--- config.mk ---
export PLATFORM = sky130hd
export DESIGN_NAME = ecu_pulse_serial_deframer_top
export DESIGN_NICKNAME = d
export VERILOG_FILES = /design/src/rtl/epsd_pkg.sv /design/src/rtl/epsd_ctrl.sv /design/src/rtl/epsd_dp.sv /design/src/rtl/ecu_pulse_serial_deframer_top.sv
export SDC_FILE = /design/constraint.sdc
export NUM_CORES = 1
export LEC_CHECK = 0
export BUFFER_PORTS_ARGS = -buffer_cell sky130_fd_sc_hd__buf_2
export CAP_MARGIN = 0
export CORE_MARGIN = 2
export CORE_UTILIZATION = 61
export CTS_CLUSTER_DIAMETER = 80
export DETAILED_ROUTE_END_ITERATION = 8
export PLACE_DENSITY_LB_ADDON = 0.3
export SLEW_MARGIN = 25
export SYNTH_ARGS = -nofsm -noshare
export SYNTH_HDL_FRONTEND = slang
export SYNTH_HIERARCHICAL = 1
export SYNTH_SLANG_ARGS = --single-unit
export TNS_END_PERCENT = 5
--- constraint.sdc ---
create_clock -name i_clk -period 7.2 [get_ports i_clk]
set_input_delay 1.44 -clock i_clk [delete_from_list [all_inputs] [get_ports i_clk]]
set_output_delay 1.44 -clock i_clk [all_outputs]
set_load 0.005 [all_outputs]
--- src/rtl/epsd_pkg.sv ---
// Shared types and constants for the pulse-width serial deframer.
package epsd_pkg;

    localparam int MAX_BYTES_DEF   = 24;
    localparam int BIT_TIME_MS_DEF = 8;

    // packet framing
    localparam int PREAMBLE_BITS    = 15;
    localparam int ID_BITS          = 4;
    localparam int FRAME_BITS       = 11;
    localparam int LAST_DATA_POS    = 8;
    localparam int FIRST_STOP_POS   = 9;
    localparam int LAST_STOP_POS    = 10;
    localparam int NEXT_FOLLOW_BITS = 16;

    localparam int TS_W   = 32;
    localparam int BITS_W = 16;
    localparam int APB_AW = 3;
    localparam int APB_DW = 32;

    // result kinds
    localparam logic [1:0] KIND_BYTE     = 2'd0;
    localparam logic [1:0] KIND_START_ER = 2'd1;
    localparam logic [1:0] KIND_STOP_ER  = 2'd2;

    // register indexes
    localparam logic [0:0] REG_HIGH_LEVEL = 1'b0;
    localparam logic [0:0] REG_LOW_LEVEL  = 1'b1;

    typedef struct packed {
        logic capture;
        logic hunt;
        logic div_start;
        logic div_step;
        logic bit_step;
        logic rd;
        logic load_byte;
        logic load_err;
    } t_cmd;

    typedef struct packed {
        logic in_packet;
        logic div_done;
        logic bits_zero;
        logic step_err;
        logic step_end;
        logic out_free;
        logic last_byte;
    } t_sts;

endpackage

--- src/rtl/epsd_ctrl.sv ---
// Sequencer for the deframer: edge intake, division, bit walk and result run.
module epsd_ctrl
    import epsd_pkg::*;
(
    input  logic i_clk,
    input  logic i_rst_n,
    input  logic i_in_valid,
    output logic o_in_ready,
    input  t_sts i_sts,
    output t_cmd o_cmd
);

    localparam logic [2:0] S_IDLE = 3'd0;
    localparam logic [2:0] S_EVAL = 3'd1;
    localparam logic [2:0] S_DIV  = 3'd2;
    localparam logic [2:0] S_BITS = 3'd3;
    localparam logic [2:0] S_RD   = 3'd4;
    localparam logic [2:0] S_LD   = 3'd5;
    localparam logic [2:0] S_ERR  = 3'd6;

    logic [2:0] r_state;
    logic [2:0] n_state;

    assign o_in_ready = (r_state == S_IDLE);

    always_comb begin
        n_state = r_state;
        o_cmd   = '0;
        case (r_state)
            S_IDLE: begin
                if (i_in_valid) begin
                    o_cmd.capture = 1'b1;
                    n_state       = S_EVAL;
                end
            end
            S_EVAL: begin
                if (i_sts.in_packet) begin
                    o_cmd.div_start = 1'b1;
                    n_state         = S_DIV;
                end else begin
                    o_cmd.hunt = 1'b1;
                    n_state    = S_IDLE;
                end
            end
            S_DIV: begin
                o_cmd.div_step = 1'b1;
                if (i_sts.div_done) begin
                    n_state = S_BITS;
                end
            end
            S_BITS: begin
                if (i_sts.bits_zero) begin
                    n_state = S_IDLE;
                end else begin
                    o_cmd.bit_step = 1'b1;
                    if (i_sts.step_err) begin
                        n_state = S_ERR;
                    end else if (i_sts.step_end) begin
                        n_state = S_RD;
                    end
                end
            end
            S_RD: begin
                o_cmd.rd = 1'b1;
                n_state  = S_LD;
            end
            S_LD: begin
                if (i_sts.out_free) begin
                    o_cmd.load_byte = 1'b1;
                    n_state         = i_sts.last_byte ? S_IDLE : S_RD;
                end
            end
            S_ERR: begin
                if (i_sts.out_free) begin
                    o_cmd.load_err = 1'b1;
                    n_state        = S_IDLE;
                end
            end
            default: begin
                n_state = S_IDLE;
            end
        endcase
    end

    always_ff @(posedge i_clk) begin
        if (!i_rst_n) begin
            r_state <= S_IDLE;
        end else begin
            r_state <= n_state;
        end
    end

endmodule

--- src/rtl/epsd_dp.sv ---
// Datapath: timing, reciprocal divide, bit framing, byte memory and output register.
module epsd_dp
    import epsd_pkg::*;
#(
    parameter int MAX_BYTES   = MAX_BYTES_DEF,
    parameter int BIT_TIME_MS = BIT_TIME_MS_DEF,
    parameter int IDX_W       = (MAX_BYTES > 1) ? $clog2(MAX_BYTES) : 1,
    parameter int CNT_W       = $clog2(ID_BITS + FRAME_BITS * MAX_BYTES + 1)
)
(
    input  logic             i_clk,
    input  logic             i_rst_n,
    input  logic             i_high_level,
    input  logic             i_low_level,
    input  logic             i_line_level,
    input  logic [TS_W-1:0]  i_now_ms,
    input  t_cmd             i_cmd,
    output t_sts             o_sts,
    output logic             o_out_valid,
    input  logic             i_out_ready,
    output logic [1:0]       o_kind,
    output logic [3:0]       o_car_id,
    output logic [IDX_W-1:0] o_byte_index,
    output logic [7:0]       o_byte_value,
    output logic [CNT_W-1:0] o_bit_position,
    output logic             o_next_follows,
    output logic             o_last
);

    localparam int HALF   = TS_W / 2;
    localparam int RCP_SH = TS_W + $clog2(BIT_TIME_MS);
    localparam int RCP_W  = TS_W + 2;
    localparam int PROD_W = HALF + RCP_W;
    localparam int ACC_W  = TS_W + RCP_W;
    // reciprocal rounded up: exact floor division for every 32-bit dividend
    localparam logic [RCP_W-1:0]  RCP       =
        RCP_W'(((64'd1 << RCP_SH) + 64'(BIT_TIME_MS - 1)) / 64'(BIT_TIME_MS));
    localparam logic [TS_W-1:0]   PRE_LIMIT = TS_W'(PREAMBLE_BITS * BIT_TIME_MS);
    localparam logic [IDX_W-1:0]  LAST_IDX  = IDX_W'(MAX_BYTES - 1);

    // edge and packet state
    logic             r_level;
    logic [TS_W-1:0]  r_now;
    logic [TS_W-1:0]  r_mark;
    logic             r_in_packet;
    logic [CNT_W-1:0] r_cnt;
    logic [3:0]       r_fpos;
    logic [IDX_W-1:0] r_byte;
    logic [3:0]       r_id;
    logic [7:0]       r_cur;

    // divider: low half product first, high half added on the second step
    logic [TS_W-1:0]   r_dvd;
    logic [PROD_W-1:0] r_acc;
    logic [BITS_W-1:0] r_bits;
    logic              r_dcnt;

    // result run
    logic             r_nf;
    logic [IDX_W-1:0] r_rd_idx;
    logic [IDX_W-1:0] r_last_idx;
    logic [7:0]       r_rd_data;
    logic [1:0]       r_err_kind;
    logic [CNT_W-1:0] r_err_pos;

    logic [7:0] mem [MAX_BYTES];

    logic [TS_W-1:0]   elapsed;
    logic [HALF-1:0]   mul_in;
    logic [PROD_W-1:0] prod;
    logic [ACC_W-1:0]  acc_sum;
    logic              is_id;
    logic              is_start;
    logic              is_data;
    logic              is_stop;
    logic              start_bad;
    logic              stop_bad;
    logic              pkt_end;
    logic              one_bit;
    logic [3:0]        id_base;
    logic [7:0]        cur_next;
    logic              out_free;

    assign elapsed = r_now - r_mark;
    assign mul_in  = r_dcnt ? r_dvd[TS_W-1:HALF] : r_dvd[HALF-1:0];
    assign prod    = PROD_W'(mul_in) * PROD_W'(RCP);
    assign acc_sum = ACC_W'(r_acc) + {prod, {HALF{1'b0}}};

    assign is_id     = (r_cnt < CNT_W'(ID_BITS));
    assign is_start  = !is_id && (r_fpos == 4'd0);
    assign is_data   = !is_id && (r_fpos != 4'd0) && (r_fpos <= 4'(LAST_DATA_POS));
    assign is_stop   = !is_id && (r_fpos >= 4'(FIRST_STOP_POS));
    assign start_bad = is_start && (r_level != i_high_level);
    assign stop_bad  = is_stop && (r_level != i_low_level);
    assign pkt_end   = is_stop && !stop_bad && (r_fpos == 4'(LAST_STOP_POS))
                       && ((r_bits > BITS_W'(1)) || (r_byte == LAST_IDX));
    assign one_bit   = (r_level == i_low_level);
    assign id_base   = (r_cnt == '0) ? 4'd0 : r_id;
    assign cur_next  = {one_bit, r_cur[7:1]};
    assign out_free  = !o_out_valid || i_out_ready;

    assign o_sts.in_packet = r_in_packet;
    assign o_sts.div_done  = r_dcnt;
    assign o_sts.bits_zero = (r_bits == '0);
    assign o_sts.step_err  = start_bad || stop_bad;
    assign o_sts.step_end  = pkt_end;
    assign o_sts.out_free  = out_free;
    assign o_sts.last_byte = (r_rd_idx == r_last_idx);

    always_ff @(posedge i_clk) begin
        if (i_cmd.capture) begin
            r_level <= i_line_level;
            r_now   <= i_now_ms;
        end
        if (i_cmd.div_start) begin
            r_dvd  <= elapsed + TS_W'(1);
            r_dcnt <= 1'b0;
        end else if (i_cmd.div_step) begin
            if (!r_dcnt) begin
                r_acc  <= prod;
                r_dcnt <= 1'b1;
            end else begin
                r_bits <= acc_sum[RCP_SH +: BITS_W];
            end
        end else if (i_cmd.bit_step) begin
            r_bits <= r_bits - BITS_W'(1);
        end
        if (i_cmd.bit_step && is_data) begin
            r_cur <= cur_next;
        end
        if (i_cmd.bit_step && start_bad) begin
            r_err_kind <= KIND_START_ER;
            r_err_pos  <= r_cnt;
        end else if (i_cmd.bit_step && stop_bad) begin
            r_err_kind <= KIND_STOP_ER;
            r_err_pos  <= r_cnt;
        end
        if (i_cmd.bit_step && pkt_end) begin
            r_nf       <= (r_bits >= BITS_W'(NEXT_FOLLOW_BITS));
            r_last_idx <= r_byte;
            r_rd_idx   <= '0;
        end else if (i_cmd.load_byte) begin
            r_rd_idx <= r_rd_idx + IDX_W'(1);
        end
    end

    // packet state, cleared at reset
    always_ff @(posedge i_clk) begin
        if (!i_rst_n) begin
            r_in_packet <= 1'b0;
            r_mark      <= '0;
            r_cnt       <= '0;
            r_fpos      <= '0;
            r_byte      <= '0;
            r_id        <= '0;
        end else begin
            if (i_cmd.hunt) begin
                if (r_level == i_high_level) begin
                    r_mark <= r_now;
                end else if (elapsed > PRE_LIMIT) begin
                    r_mark      <= r_now;
                    r_in_packet <= 1'b1;
                    r_cnt       <= '0;
                    r_fpos      <= '0;
                    r_byte      <= '0;
                end
            end
            if (i_cmd.div_start) begin
                r_mark <= r_now;
            end
            if (i_cmd.bit_step) begin
                if (start_bad || stop_bad) begin
                    r_in_packet <= 1'b0;
                end else if (pkt_end) begin
                    if (r_bits >= BITS_W'(NEXT_FOLLOW_BITS)) begin
                        r_cnt  <= '0;
                        r_fpos <= '0;
                        r_byte <= '0;
                    end else begin
                        r_in_packet <= 1'b0;
                    end
                end else begin
                    r_cnt <= r_cnt + CNT_W'(1);
                    if (is_id) begin
                        r_id <= {one_bit, id_base[3:1]};
                    end else if (r_fpos == 4'(LAST_STOP_POS)) begin
                        r_fpos <= '0;
                        r_byte <= r_byte + IDX_W'(1);
                    end else begin
                        r_fpos <= r_fpos + 4'd1;
                    end
                end
            end
        end
    end

    // byte memory: written on the last data bit of a frame
    always_ff @(posedge i_clk) begin
        if (i_cmd.bit_step && is_data && (r_fpos == 4'(LAST_DATA_POS))) begin
            mem[r_byte] <= cur_next;
        end
    end

    always_ff @(posedge i_clk) begin
        if (i_cmd.rd) begin
            r_rd_data <= mem[r_rd_idx];
        end
    end

    // output register
    always_ff @(posedge i_clk) begin
        if (!i_rst_n) begin
            o_out_valid <= 1'b0;
        end else if (i_cmd.load_byte || i_cmd.load_err) begin
            o_out_valid <= 1'b1;
        end else if (i_out_ready) begin
            o_out_valid <= 1'b0;
        end
    end

    always_ff @(posedge i_clk) begin
        if (i_cmd.load_byte) begin
            o_kind         <= KIND_BYTE;
            o_car_id       <= r_id;
            o_byte_index   <= r_rd_idx;
            o_byte_value   <= r_rd_data;
            o_bit_position <= '0;
            o_next_follows <= r_nf;
            o_last         <= (r_rd_idx == r_last_idx);
        end else if (i_cmd.load_err) begin
            o_kind         <= r_err_kind;
            o_car_id       <= '0;
            o_byte_index   <= '0;
            o_byte_value   <= '0;
            o_bit_position <= r_err_pos;
            o_next_follows <= 1'b0;
            o_last         <= 1'b1;
        end
    end

endmodule

--- src/rtl/ecu_pulse_serial_deframer_top.sv ---
// Top level of the pulse-width serial deframer: register port and wiring.
//
// Input channel (i_in_valid / o_in_ready): one beat per line edge, carrying
// the line level after the edge and a 32-bit millisecond timestamp.
// Output channel (o_out_valid / i_out_ready): one beat per result, either a
// packet byte (runs of up to MAX_BYTES beats, o_last on the final one) or a
// single start/stop framing error beat.
// Edges are taken one at a time. An edge while hunting for the preamble is
// captured, then evaluated. An edge inside a packet is captured, evaluated,
// and turned from elapsed time into bit times by a low-half then high-half
// reciprocal multiply; the bit times are then walked one at a time (a packet
// always ends within its ID and frame bits) until the count runs out, an error
// beat is loaded, or each result byte is read from memory and then loaded.
// When the receiver stalls, the result waits in the output register; the
// next edge is still accepted once the run is handed over, but the next
// result beat waits until the register is free.
// Reset returns to hunting with the high level register at 1 and the low
// level register at 0; the byte memory is not cleared.
module ecu_pulse_serial_deframer_top
    import epsd_pkg::*;
#(
    parameter int MAX_BYTES   = MAX_BYTES_DEF,
    parameter int BIT_TIME_MS = BIT_TIME_MS_DEF,
    parameter int IDX_W       = (MAX_BYTES > 1) ? $clog2(MAX_BYTES) : 1,
    parameter int CNT_W       = $clog2(ID_BITS + FRAME_BITS * MAX_BYTES + 1)
)
(
    input  logic              i_clk,
    input  logic              i_rst_n,
    input  logic              psel,
    input  logic              penable,
    input  logic              pwrite,
    input  logic [APB_AW-1:0] paddr,
    input  logic [APB_DW-1:0] pwdata,
    output logic [APB_DW-1:0] prdata,
    output logic              pready,
    input  logic              i_in_valid,
    output logic              o_in_ready,
    input  logic              i_line_level,
    input  logic [TS_W-1:0]   i_now_ms,
    output logic              o_out_valid,
    input  logic              i_out_ready,
    output logic [1:0]        o_kind,
    output logic [3:0]        o_car_id,
    output logic [IDX_W-1:0]  o_byte_index,
    output logic [7:0]        o_byte_value,
    output logic [CNT_W-1:0]  o_bit_position,
    output logic              o_next_follows,
    output logic              o_last
);

    logic       r_high_level;
    logic       r_low_level;
    logic [0:0] reg_idx;
    logic       wr_en;
    t_cmd       cmd;
    t_sts       sts;

    assign pready  = 1'b1;
    assign reg_idx = paddr[2:2];
    assign wr_en   = psel && penable && pwrite && pready;

    always_comb begin
        case (reg_idx)
            REG_HIGH_LEVEL: prdata = {{(APB_DW-1){1'b0}}, r_high_level};
            REG_LOW_LEVEL:  prdata = {{(APB_DW-1){1'b0}}, r_low_level};
            default:        prdata = '0;
        endcase
    end

    always_ff @(posedge i_clk) begin
        if (!i_rst_n) begin
            r_high_level <= 1'b1;
            r_low_level  <= 1'b0;
        end else if (wr_en) begin
            case (reg_idx)
                REG_HIGH_LEVEL: r_high_level <= pwdata[0];
                REG_LOW_LEVEL:  r_low_level  <= pwdata[0];
                default: begin
                end
            endcase
        end
    end

    epsd_ctrl u_ctrl (
        .i_clk      (i_clk),
        .i_rst_n    (i_rst_n),
        .i_in_valid (i_in_valid),
        .o_in_ready (o_in_ready),
        .i_sts      (sts),
        .o_cmd      (cmd)
    );

    epsd_dp #(
        .MAX_BYTES   (MAX_BYTES),
        .BIT_TIME_MS (BIT_TIME_MS),
        .IDX_W       (IDX_W),
        .CNT_W       (CNT_W)
    ) u_dp (
        .i_clk          (i_clk),
        .i_rst_n        (i_rst_n),
        .i_high_level   (r_high_level),
        .i_low_level    (r_low_level),
        .i_line_level   (i_line_level),
        .i_now_ms       (i_now_ms),
        .i_cmd          (cmd),
        .o_sts          (sts),
        .o_out_valid    (o_out_valid),
        .i_out_ready    (i_out_ready),
        .o_kind         (o_kind),
        .o_car_id       (o_car_id),
        .o_byte_index   (o_byte_index),
        .o_byte_value   (o_byte_value),
        .o_bit_position (o_bit_position),
        .o_next_follows (o_next_follows),
        .o_last         (o_last)
    );

endmodule

* Yosys cells after proc, flatten, opt, wreduce, memory -nomap -nowiden *
Memory sizes are Yosys's and may differ from the RTL's. A register that Yosys moved wholly into a read port is not among the register bits.
Index checks and enable logic that the tools add are counted.

storage, ports and cells
  bits in registers = 219
  RAM bits = 192
  bits of input ports = 75
  output and inout bits = 65
  logic and storage cells = 190
  memories kept = 1

memories
  memory    depth  width  rd ports  clocked after memory_dff  wr ports  line           source
  u_dp.mem  24     8      1         1                         1         epsd_dp.sv:66  logic [7:0] mem [MAX_BYTES];

operators by class
  $add $sub $neg = 8
  $lt $le $gt $ge = 6
  equality and inequality tests = 20
  multiplexer cells = 80
  bitwise logic cells = 5
  reduce and logical (&&, ||, !) cells = 41

operators with widths
  cell                                                             number
  two-way mux 32 bit                                               4
  two-way mux 9 bit                                                9
  two-way mux 16 bit                                               4
  case mux 32 bit (2 select lines)                                 1
  two-way mux 5 bit                                                11
  adder 48 x 51 -> 51 bit                                          1
  two-way mux 4 bit                                                12
  adder 32 x 1 -> 32 bit (second input constant)                   1
  greater-than comparator 32 x 7 -> 1 bit (second input constant)  1
  subtractor 32 bit                                                1
  two-way mux 1 bit                                                26
  two-way mux 3 bit                                                8
  case mux 3 bit (7 select lines)                                  1
  >= comparator 16 x 5 -> 1 bit (second input constant)            1
  greater-than comparator 16 x 1 -> 1 bit (second input constant)  1
  logical AND 1 bit                                                16
  logical NOT 16 bit                                               1
  two-way mux 8 bit                                                2
  subtractor 16 x 1 -> 16 bit (second input constant)              1
  adder 5 x 1 -> 5 bit (second input constant)                     2
  nonzero test 2 bit                                               5
  adder 9 x 1 -> 9 bit (second input constant)                     1
  equality test 3 bit (second input constant)                      3
  logical NOT 9 bit                                                1
  26 further kinds                                                 46

* Depth between registers and ports, before layout *
Gate-level depths: netlist of run 1.

  depth in word-level cells = 12
  gate-level depth with buffers = 16
  depth with buffers taken out = 14

* Modules after synthesis *
The synthesis of run 1 kept the hierarchy.

by module, submodules not included
  module                         instances  cells each  area each (sq um)  seq. area each (sq um)
  epsd_dp                        1          1,418       18,920.6           11,561.1
  ecu_pulse_serial_deframer_top  1          45          354.1              40.0
  epsd_ctrl                      1          38          302.8              60.1

* Least setup slack after synthesis of run 1 *
Ideal clock, no wire load.

  path kind = register -> register
  start = reg u_ctrl.r_state[0]
  end = reg u_dp.r_bits[0], enable pin
  setup time = 0.606 ns
  data arrival time = 5.391 ns
  required time = 6.594 ns
  slack = 1.203 ns
  stages on the path, launching flop included = 4
  path buffers = 1
  clock period less this slack = 5.997 ns
  path through = dfxtp_1 clkbuf_1 nor4bb_1 nor2_1

RTL lines
  what                    line             source
  start, declared         epsd_ctrl.sv:21  logic [2:0] r_state;
  start signal, assigned  epsd_ctrl.sv:89  r_state <= n_state;
  end signal, assigned    epsd_dp.sv:123   r_bits <= acc_sum[RCP_SH +: BITS_W];
  end signal, assigned    epsd_dp.sv:126   r_bits <= r_bits - BITS_W'(1);
  end, declared           epsd_dp.sv:55    logic [BITS_W-1:0] r_bits;

* Worst setup path in the final report of run 1 *
  start = reg u_dp.r_now[0]
  end = reg u_dp.r_mark[0]

between the ends
  word-level cells in the longest chain between the ends = 4
  elaborated cells on any way between the ends = 8
  classes of those cells = add/sub: 1; order compare: 1; mux: 4; reduce/logical: 2

RTL lines
  what                                                                           line                            source
  start, declared                                                                epsd_dp.sv:43                   logic [TS_W-1:0] r_now;
  start signal, assigned                                                         epsd_dp.sv:113                  r_now <= i_now_ms;
  subtractor 32 bit or two-way mux 32 bit (tied branches)                        epsd_dp.sv:84, epsd_dp.sv:160
  greater-than comparator 32 x 7 -> 1 bit or two-way mux 32 bit (tied branches)  epsd_dp.sv:160, epsd_dp.sv:158
  nonzero test 3 bit (no line) or two-way mux 32 bit (tied branches)             n/a
  AND reduction 2 bit (no line) or two-way mux 32 bit (tied branches)            n/a
  end signal, assigned                                                           epsd_dp.sv:159                  r_mark <= r_now;
  end signal, assigned                                                           epsd_dp.sv:161                  r_mark <= r_now;
  end signal, assigned                                                           epsd_dp.sv:169                  r_mark <= r_now;
  end, declared                                                                  epsd_dp.sv:44                   logic [TS_W-1:0] r_mark;

Several ways; a longest one is shown, not always the timed one. The select of a mux whose other input is x is not followed.
A chain may end at the register's enable or synchronous reset.

==> results of run 1 <==
==> tightest hold or removal path, cell delays in order (launching register included) <==
cell and delay [ns]:
sky130_fd_sc_hd__dfxtp_1 0.31, sky130_fd_sc_hd__nand2_1 0.05, sky130_fd_sc_hd__mux2i_1 0.05
==> per-stage QoR <==
step | setup slack, ns | std cells
5_1_grt | 2.491 | 1993
6_report | 2.790 | 1993
2_1_floorplan | 1.203 | 1531
4_1_cts | 2.784 | 1993
3_5_place_dp | 2.792 | 1915
3_3_place_gp | 2.893 | 1915
==> cell usage after synthesis, drive strengths merged, types with 5 or more instances <==
library cell  count
a2111oi           5
a211oi            6
a21o             12
a21oi            64
a31o              5
a31oi            16
and2             20
and3             19
buf              65
clkbuf           39
dfxtp            80
edfxtp          335
ha               42
inv              63
mux2             17
mux2i            63
mux4             56
nand2           147
nand2b            9
nand3            28
nand3b            5
nand4            14
nor2            124
nor2b             7
nor3             22
nor3b            10
nor4             11
o211ai            8
o21ai            49
or2               5
xnor2            52
xor2             31
==> final cells by class <==
class	instances	share of cell area [%]
clock buffers	56	5.528
inverters	64	1.120
repair buffers	86	2.146
multi-input cells	948	33.65
well taps	402	2.344
clock inverters	22	0.8397
flip-flops and latches	415	54.37
==> worst paths after layout <==
path                           to  slack, ns  cells past startpoint
setup / recovery   u_dp/r_mark[0]       2.79                     14
hold / removal    u_dp/r_mark[18]       0.46                      2
setup reg to reg   u_dp/r_mark[0]       2.79                     14
hold reg to reg   u_dp/r_mark[18]       0.46                      2
==> state kept, by name (all words and copies together), names as in the netlist, 9 cells and up <==
signal	flops
u_dp/mem	192
u_dp/r_dvd	32
u_dp/r_mark	32
u_dp/r_now	32
u_dp/r_bits	16
u_dp/r_acc	13
u_dp/o_bit_position	9
u_dp/r_cnt	9
u_dp/r_err_pos	9
==> routing by layer <==
| layer | vias to the layer above | global-route usage, % | share of wire [%] |
|---|---|---|---|
| met4 | 0 | 7.456 | 2.5 |
| li1 | 5592 | - | - |
| met1 | 5779 | 32.85 | 42 |
| met2 | 520 | 38.94 | 48 |
| met3 | 70 | 4.110 | 7.8 |
| met5 | - | 0 | 0 |
==> power groups by stage <==
stage,clock network (uW),registers [uW],logic [uW]
6_report,2100,2740,1050
5_1_grt,2230,2750,1150
4_1_cts,2130,2740,1040
3_5_place_dp,0,2790,1030
3_3_place_gp,0,2790,1010
2_1_floorplan,0,2750,876
==> cells by family (layout without fill, tap and decap cells) <==
group / after synthesis / after routing / share of synthesized area, %
simple gates: 448 / 448 / 11.43
flops: 415 / 415 / 59.56
compound gates: 206 / 206 / 7.548
buf+inv: 168 / 228 / 4.282
mux: 136 / 136 / 10.64
xor+xnor: 83 / 83 / 3.713
fa+ha+maj: 43 / 43 / 2.786
other cells: 2 / 32 / 0.03836
==> qor.yml, run 1 <==
yosysUniqueCellTypes: 99
syn-cell-area_sq_um: 19580
final.setup_skew_ns: 0.03884
min_period_over_period_pct: 61.25
number_of_buffers_and_inverters_on_the_critical_path: 3
detailedPlacementHpwl_mm: 25.44
tritoncts_num_sinks: 415
grt_first_pass_wirelength_mm: 62.18
core-area_sq_um: 31560
io_pins: 140
clockPowerShare_pct: 35.7
hp-class: "reg -> reg"
status: "complete, no violations"
transition_time_of_the_tightest_slew_check_pin_ns: 1.009
fin_nets: 1675
synth-edff-count: 335
arrival_worst_endpoint_ns: 4.87
rsz_0062_raised_after_global_routing: "false"
port_buf_inserts: 74
most-common-layout-cells: "sky130_fd_sc_hd__edfxtp_1, sky130_fd_sc_hd__nand2_1, sky130_fd_sc_hd__nor2_1"
synth_sequential_area_ratio_pct: 59.56
detailedRoute.firstIterationViolations: 1057
crit_path_frequent_cell: "sky130_fd_sc_hd__inv_1"
die_height_um: 183.2
worstSetupPathType: "reg -> reg"
cts-htree-levels: 2
worst_slew_margin_rel_pct: 32.71
overflow: 0
dr.pass1.iters: 5
reg2reg_from: "u_dp/r_now[0]"
type_of_element_capturing_the_critical_path: "register"
power_density_nw_per_um2: 274.4
critPathLaunch: "u_dp/r_now[0]"
rows: 65
maxSlewViolCount: 0
startpoint_type: "register"
post_cts_hold_buffer_count: 0
final_cell_area_sq_um: 21460
die_w_um: 183.2
p_sw_share_pct: 26.65
totalNegativeSetupSlack_ns: 0
hold_path.startpoint: "u_dp/r_mark[18]"
crit_path_cell_trace: "inv_1 > ha_1 > inv_1 > fa_1 > a211oi_2 > o21a_1 > o221a_2 > o21ai_2 > o31ai_2 > o2111ai_1 > nor3_2 > a31o_2 > buf_4 > mux2i_1"
layout_commonest_cell: "sky130_fd_sc_hd__edfxtp_1"
synthDominantCellAreaShare_pct: 51.38
first_global_vias: 11560
power.ir.vdd_worst_uv: 209.9
finalSetupViolations: 0
final_period_minus_worst_setup_slack_ns: 4.410
initial_core_util_pct: 62.04
die_area_sq_um: 33540
detail_route.wl_per_cell_um: 19.76
finalHoldViolations: 0
register_area_sq_um: 11670
grt_antenna_before_repair: 0
timing.critical_path.slowest_stage_cell: "sky130_fd_sc_hd__o31ai_2"
cts_resized: 0
critical_path.max_stage_delay_ns: 0.57
ys_async_sr_fraction_pct: 0
cts-root-to-sink-buffers: 3
timing_limited_maximum_frequency_ghz: 0.2268
register_clock_pin_slew_on_the_reported_worst_setup_and_hold_paths_ns: 0.06
clk_root_buffer_cell: "sky130_fd_sc_hd__clkbuf_16"
ys_dominant_reg_cell: "sky130_fd_sc_hd__edfxtp_1"
layout.filler_cells: 2160
power.sequential.fraction_pct: 46.5
n_antenna_cell: 0
drc: 0
synth_cells: 1501
worstPathMaxFanout: 32
grt_max_degree: 89
p_comb_share_pct: 17.8
worst_path_dominant_cell_family: "compound AO/OA/AOI/OAI gates"
gr-usage-all-layers_pct: 23.77
post_route_cells_drive_above_1_share_pct: 17.22
fin_hold_ws_ns: 0.4563
synth.area.top_cells: "sky130_fd_sc_hd__edfxtp_1, sky130_fd_sc_hd__dfxtp_1, sky130_fd_sc_hd__mux4_2"
crit_required_ns: 7.66
multi_input_comb_area_sq_um: 7219
average_cell_area_after_synthesis_sq_um: 13.04
total_leakage_power_uw: 0.007389
clkLatencyLatePin_ns: 0.56
detail-route-antenna-nets: 0
power_report.internal_total_uw: 4318
detail_route.vias_per_cell: 6.002
place.gp.congestion: 0.8291
synth-seq-cells: 415
net-switching-power_uw: 1569
synth.largest_area_cell: "sky130_fd_sc_hd__edfxtp_1"
total_power_uw: 5887
area_growth_pct: 9.593
placedInstanceArea_sq_um: 20090
layout.core_utilization_pct: 67.99
cts_setup_buffers: 0
synthesis.yosys.warnings: 6
route.vias.total: 11960
tritoncts: "yes"
maxCapViolations: 0
cts_made_buffers: 42
routed_wirelength_mm: 39.38
Power figures use the tool's default switching activity.
==> run 2, diff against run 1 <==
==> constraint.sdc (replaced) <==
create_clock -name i_clk -period 4.22 [get_ports i_clk]
set_input_delay 0.844 -clock i_clk [delete_from_list [all_inputs] [get_ports i_clk]]
set_output_delay 0.844 -clock i_clk [all_outputs]
set_load 0.005 [all_outputs]
==> run 2 against run 1 <==
Against the previous run:
- maximum frequency increased by 8.5%
- non-clock buffer count increased by 19
- core utilization increased by 0.82 points
- total power increased by 75%
- critical endpoint is now u_dp/r_dvd[28]
- largest cell class unchanged
==> qor.yml, run 2 (synthesized netlist as in run 1, its figures left out) <==
cts-root-to-sink-buffers: 3  # unchanged
place.gp.congestion: 0.8713  # was 0.8291
placedInstanceArea_sq_um: 20230  # was 20090 sq um
layout_commonest_cell: "sky130_fd_sc_hd__edfxtp_1"  # unchanged
initial_core_util_pct: 62.04  # unchanged
drc: 0  # unchanged
fin_nets: 1693  # was 1675
placement.setup.worst_slack_ns: 0.1152  # was 2.792 ns
power_report.internal_total_uw: 7612  # was 4318 uW
post_cts_hold_buffer_count: 0  # unchanged
die_height_um: 183.2  # unchanged
most-common-layout-cells: "sky130_fd_sc_hd__edfxtp_1, sky130_fd_sc_hd__nand2_1, sky130_fd_sc_hd__nor2_1"  # unchanged
total_leakage_power_uw: 0.007553  # was 0.007389 uW
detail_route.wl_per_cell_um: 19.62  # was 19.76 um
setup_ws_ns: 0.1557  # was 2.790 ns
hold_path.startpoint: "u_dp/r_mark[21]"  # was u_dp/r_mark[18]
clockPowerShare_pct: 37.0  # was 35.7%
cts_made_buffers: 41  # was 42
first_global_vias: 11660  # was 11560
port_buf_inserts: 74  # unchanged
type_of_element_capturing_the_critical_path: "register"  # unchanged
p_sw_share_pct: 26.17  # was 26.65%
overflow: 0  # unchanged
crit_required_ns: 4.50  # was 7.66 ns
die_w_um: 183.2  # unchanged
arrival_worst_endpoint_ns: 4.35  # was 4.87 ns
grt_first_pass_wirelength_mm: 62.33  # was 62.18 mm
clkLatencyLatePin_ns: 0.55  # was 0.56 ns
layout.core_utilization_pct: 68.82  # was 67.99%
gr-usage-all-layers_pct: 23.87  # was 23.77%
timing_limited_maximum_frequency_ghz: 0.2460  # was 0.2268 GHz
detailedPlacementHpwl_mm: 25.68  # was 25.44 mm
worst_slew_margin_rel_pct: 33.57  # was 32.71%
die_area_sq_um: 33540  # unchanged
p_comb_share_pct: 17.3  # was 17.8%
finalHoldViolations: 0  # unchanged
power_density_nw_per_um2: 474.7  # was 274.4 nW/um^2
register_area_sq_um: 11670  # unchanged
hp-class: "reg -> reg"  # unchanged
cts-htree-levels: 2  # unchanged
n_antenna_cell: 0  # unchanged
fin_hold_ws_ns: 0.4536  # was 0.4563 ns
detail_route.vias_per_cell: 5.973  # was 6.002
maxSlewViolCount: 0  # unchanged
multi_input_comb_area_sq_um: 7257  # was 7219 sq um
detailedRoute.firstIterationViolations: 1091  # was 1057
register_clock_pin_slew_on_the_reported_worst_setup_and_hold_paths_ns: 0.06  # about the same
grt_max_degree: 52  # was 89
power.sequential.fraction_pct: 45.7  # was 46.5%
area_growth_pct: 10.92  # was 9.593%
grt_antenna_before_repair: 0  # unchanged
worst_r2r_path_depth: 14  # unchanged
io_pins: 140  # unchanged
core-area_sq_um: 31560  # unchanged
final_period_minus_worst_setup_slack_ns: 4.064  # was 4.410 ns
finalSetupViolations: 0  # unchanged
maxCapViolations: 0  # unchanged
layout.filler_cells: 2105  # was 2160
routed_wirelength_mm: 39.43  # was 39.38 mm
final.setup_skew_ns: 0.01433  # was 0.03884 ns
rr_endpoint: "u_dp/r_dvd[28]"  # was u_dp/r_mark[0]
hold_path_end: "u_dp/r_mark[21]"  # was u_dp/r_mark[18]
detail-route-antenna-nets: 0  # unchanged
dr.pass1.iters: 5  # unchanged
power.ir.vdd_worst_uv: 341.6  # was 209.9 uV
status: "complete, no violations"  # unchanged
post_route_cells_drive_above_1_share_pct: 18.22  # was 17.22%
tritoncts: "yes"  # unchanged
reg2reg_from: "u_dp/r_now[0]"  # unchanged
tritoncts_num_sinks: 415  # unchanged
worstSetupPathType: "reg -> reg"  # unchanged
largest_register_ffs: 192  # unchanged
total_power_uw: 10310  # was 5887 uW
clk_root_buffer_cell: "sky130_fd_sc_hd__clkbuf_16"  # unchanged
startpoint_type: "register"  # unchanged
final_cell_area_sq_um: 21720  # was 21460 sq um
reg_to_reg_setup_timing_slack_ns: 0.16  # was 2.79 ns
whs_path_depth: 2  # unchanged
worstPathMaxFanout: 5  # was 32
min_period_over_period_pct: 96.31  # was 61.25%
rows: 65  # unchanged
net-switching-power_uw: 2697  # was 1569 uW
registers.top_by_ff_count: "u_dp/mem"  # unchanged
transition_time_of_the_tightest_slew_check_pin_ns: 0.9964  # was 1.009 ns
route.vias.total: 12010  # was 11960
critPathLaunch: "u_dp/r_now[0]"  # unchanged
==> run 2: repair_timing <==
item,in CTS,in global routing
resized for setup,0,6
endpoints found under the setup margin,0,35
endpoints found under the hold margin,0,0
setup buffers,0,2
==> run 2: per-layer routing <==
metal	GRT usage, %	vias to the layer above	part of all wire (%)	routed length [um]
met5	0	-	0	0
met4	9.504	0	3.6	1435
met3	3.991	93	6.7	2652
met2	39.12	466	48	18970
met1	32.19	5811	42	16380
li1	-	5636	-	-
==> run 2: worst max-delay path, stage by stage (launching register included) <==
cell	delay, ns
sky130_fd_sc_hd__edfxtp_1	0.41
sky130_fd_sc_hd__inv_1	0.08
sky130_fd_sc_hd__ha_1	0.18
sky130_fd_sc_hd__inv_1	0.07
sky130_fd_sc_hd__fa_1	0.45
sky130_fd_sc_hd__a211oi_2	0.26
sky130_fd_sc_hd__o21a_1	0.23
sky130_fd_sc_hd__o221a_2	0.24
sky130_fd_sc_hd__o21ai_2	0.12
sky130_fd_sc_hd__a221oi_2	0.35
sky130_fd_sc_hd__o31ai_4	0.17
sky130_fd_sc_hd__or4b_4	0.57
sky130_fd_sc_hd__nor4_4	0.36
sky130_fd_sc_hd__nand3_1	0.15
sky130_fd_sc_hd__xnor2_1	0.16
==> run 2: layout make-up <==
class | instances | area share, %
multi-input combinational | 948 | 33.42
sequential | 415 | 53.72
timing repair buffer | 105 | 2.835
clock buffer | 52 | 5.203
clock inverter | 24 | 1.400
tap | 402 | 2.316
inverter | 64 | 1.106
==> run 2: worst max-delay path by stage <==
| stage | endpoint | slack (ns) | depth (start not counted) |
|---|---|---|---|
| after detailed placement | u_dp/r_mark[0] | 0.12 | 14 |
| after global routing | u_dp/r_dvd[28] | -0.007 | 14 |
| after floorplan | u_dp/r_bits[0] | 0.02 | 3 |
| after CTS | u_dp/r_mark[0] | 0.05 | 14 |
| after global placement | u_dp/r_mark[12] | 0.22 | 14 |
| final | u_dp/r_dvd[28] | 0.16 | 14 |
==> run 2: stage by stage <==
| step | setup TNS (ns) | std cells |
|---|---|---|
| after floorplan | 0 | 1531 |
| after detailed placement | 0 | 1932 |
| after CTS | 0 | 2008 |
| after global placement | 0 | 1932 |
| after global routing | -0.007329 | 2010 |
| final | 0 | 2010 |
==> run 2: power by group through the flow <==
stage / logic (uW) / clock network, uW / registers (uW)
global placement: 1700 / 0 / 4790
finish: 1780 / 3820 / 4710
CTS: 1750 / 3890 / 4710
global route: 1950 / 4060 / 4730
floorplan: 1490 / 0 / 4690
detailed placement: 1740 / 0 / 4800
==> run 3, diff against run 2 <==
==> constraint.sdc (replaced) <==
create_clock -name i_clk -period 4.15 [get_ports i_clk]
set_input_delay 0.83 -clock i_clk [delete_from_list [all_inputs] [get_ports i_clk]]
set_output_delay 0.83 -clock i_clk [all_outputs]
set_load 0.005 [all_outputs]
==> run 3 against run 2 <==
Against the previous run:
- clock-buffer cell count increased by 5
- critical path type unchanged
- sequential share of layout area shrank 0.081 points
- largest power group unchanged
- setup slack gained 0.019 ns
==> qor.yml, run 3 (synthesized netlist as in run 1, its figures left out) <==
rows: 65  # unchanged
io_pins: 140  # unchanged
type_of_element_capturing_the_critical_path: "register"  # unchanged
finalSetupViolations: 0  # unchanged
final.setup_skew_ns: 0.01418  # was 0.01433 ns
tritoncts: "yes"  # unchanged
worstSetupPathType: "reg -> reg"  # unchanged
totalNegativeSetupSlack_ns: 0  # unchanged
die_height_um: 183.2  # unchanged
maxSlewViolCount: 0  # unchanged
die_area_sq_um: 33540  # unchanged
rsz_0062_raised_after_global_routing: "false"
area_growth_pct: 11.11  # was 10.92%
initial_core_util_pct: 62.04  # unchanged
worst_slew_margin_rel_pct: 31.20  # was 33.57%
critical_path.max_stage_delay_ns: 0.56  # was 0.57 ns
layout.filler_cells: 2110  # was 2105
layout_commonest_cell: "sky130_fd_sc_hd__edfxtp_1"  # unchanged
detail_route.wl_per_cell_um: 19.41  # was 19.62 um
n_antenna_cell: 0  # unchanged
hp-class: "in -> reg"  # was reg -> reg
maxCapViolations: 0  # unchanged
startpoint_type: "register"  # unchanged
routed_wirelength_mm: 39.20  # was 39.43 mm
crit_path_cell_trace: "inv_1 > ha_1 > inv_1 > fa_1 > a211oi_2 > o21a_1 > o221a_2 > o21ai_2 > a221oi_2 > o31ai_4 > or4b_4 > nor4_4 > nand3_1 > xnor2_1"  # unchanged
grt_max_degree: 58  # was 52
worstPathMaxFanout: 5  # unchanged
total_leakage_power_uw: 0.007586  # was 0.007553 uW
power.ir.vdd_worst_uv: 376.3  # was 341.6 uV
first_global_vias: 11640  # was 11660
register_clock_pin_slew_on_the_reported_worst_setup_and_hold_paths_ns: 0.06  # about the same
grt_first_pass_wirelength_mm: 62.29  # was 62.33 mm
cts-root-to-sink-buffers: 3  # unchanged
clk_root_buffer_cell: "sky130_fd_sc_hd__clkbuf_16"  # unchanged
die_w_um: 183.2  # unchanged
detail_route.vias_per_cell: 5.957  # was 5.973
final_period_minus_worst_setup_slack_ns: 3.975  # was 4.064 ns
tritoncts_num_sinks: 415  # unchanged
setup_ws_ns: 0.1747  # was 0.1557 ns
crit_required_ns: 4.44  # was 4.50 ns
min_period_over_period_pct: 95.79  # was 96.31%
timing_limited_maximum_frequency_ghz: 0.2516  # was 0.2460 GHz
most-common-layout-cells: "sky130_fd_sc_hd__edfxtp_1, sky130_fd_sc_hd__nand2_1, sky130_fd_sc_hd__nor2_1"  # unchanged
power_density_nw_per_um2: 478.0  # was 474.7 nW/um^2
detail-route-antenna-nets: 0  # unchanged
placement.setup.worst_slack_ns: 0.1539  # was 0.1152 ns
overflow: 0  # unchanged
finalHoldViolations: 0  # unchanged
gr-usage-all-layers_pct: 23.91  # was 23.87%
transition_time_of_the_tightest_slew_check_pin_ns: 1.032  # was 0.9964 ns
cts-htree-levels: 2  # unchanged
timing.critical_path.slowest_stage_cell: "sky130_fd_sc_hd__or4b_4"  # unchanged
grt_antenna_before_repair: 0  # unchanged
detailedPlacementHpwl_mm: 25.19  # was 25.68 mm
registers.top_by_ff_count: "u_dp/mem"  # unchanged
dr.pass1.iters: 5  # unchanged
crit_path_frequent_cell: "sky130_fd_sc_hd__inv_1"  # unchanged
detailedRoute.firstIterationViolations: 1152  # was 1091
cts_made_buffers: 43  # was 41
largest_register_ffs: 192  # unchanged
arrival_worst_endpoint_ns: 4.27  # was 4.35 ns
clkLatencyLatePin_ns: 0.56  # was 0.55 ns
post_route_cells_drive_above_1_share_pct: 19.10  # was 18.22%
status: "complete, no violations"  # unchanged
route.vias.total: 12030  # was 12010
drc: 0  # unchanged
port_buf_inserts: 74  # unchanged
fin_nets: 1702  # was 1693
place.gp.congestion: 0.8471  # was 0.8713
fin_hold_ws_ns: 0.4473  # was 0.4536 ns
cts_setup_buffers: 0  # unchanged
core-area_sq_um: 31560  # unchanged
-- run 3: cell count changes in the layout (fill, tap and decap cells not counted), moves of 3 or more --
| cell | previous run | this run |
|---|---|---|
| sky130_fd_sc_hd__buf_4 | 30 | 37 |
| sky130_fd_sc_hd__bufinv_16 | 6 | 1 |
| sky130_fd_sc_hd__clkbuf_16 | 43 | 47 |
| sky130_fd_sc_hd__clkbuf_8 | 2 | 5 |
| sky130_fd_sc_hd__clkinv_1 | 8 | 4 |
| sky130_fd_sc_hd__clkinv_2 | 4 | 12 |
-- run 3: area by class of cell --
type / instances / area (sq um) / area share, %
repair buffers: 112 / 668.1 / 3.071
clock buffers: 57 / 1264 / 5.809
inverters: 64 / 240.2 / 1.104
well taps: 402 / 503.0 / 2.312
clock inverters: 22 / 178.9 / 0.8225
multi-input cells: 948 / 7231 / 33.24
flip-flops and latches: 415 / 11670 / 53.64
-- run 3: per-layer routing --
metal	wire length, um	GRT usage, %
met1	16320	32.68
met3	2916	4.329
met4	1368	9.024
met2	18600	38.70
met5	0	0
-- run 3: worst max-delay path: cells and delay by family (launching register included) --
kind / cells / cell delay, ns
flip-flops: 1 / 0.38
XOR/XNOR: 1 / 0.16
adder cells (fa/ha/maj): 2 / 0.63
AO/OA/AOI/OAI: 6 / 1.36
AND/OR/NAND/NOR: 3 / 1.04
buffers and inverters: 2 / 0.15
-- run 3: final timing paths --
path                   start         endpoint  slack [ns]  cells after the start
max            u_dp/r_now[0]   u_dp/r_dvd[28]        0.17                     14
min             i_now_ms[26]   u_dp/r_now[26]        0.45                      1
max reg2reg    u_dp/r_now[0]   u_dp/r_dvd[28]        0.17                     14
min reg2reg  u_dp/r_mark[17]  u_dp/r_mark[17]        0.45                      2
-- run 3: where the power goes --
part,leakage (uW),switching (uW),internal (uW)
logic,0.00324,1030,772
registers,0.00362,140,4640
clock network,0.000719,1590,2220
total,0.00759,2760,7640
-- run 3: repair_timing --
item,4_1_cts,5_1_grt
setup endpoints to repair,0,32
resized for setup,0,3
hold buffers,0,0
-- run 3: through the flow --
| step | power (uW) | area (sq um) | instances | utilization (%) |
|---|---|---|---|---|
| 4_1_cts | 10450 | 21740 | 2020 | 68.89 |
| 3_5_place_dp | 6639 | 20300 | 1941 | 64.32 |
| 2_1_floorplan | 6294 | 19710 | 1531 | - |
| 3_3_place_gp | 6602 | 20300 | 1941 | 64.32 |
| 6_report | 10400 | 21750 | 2020 | 68.94 |
| 5_1_grt | 10830 | 21750 | 2020 | 68.94 |
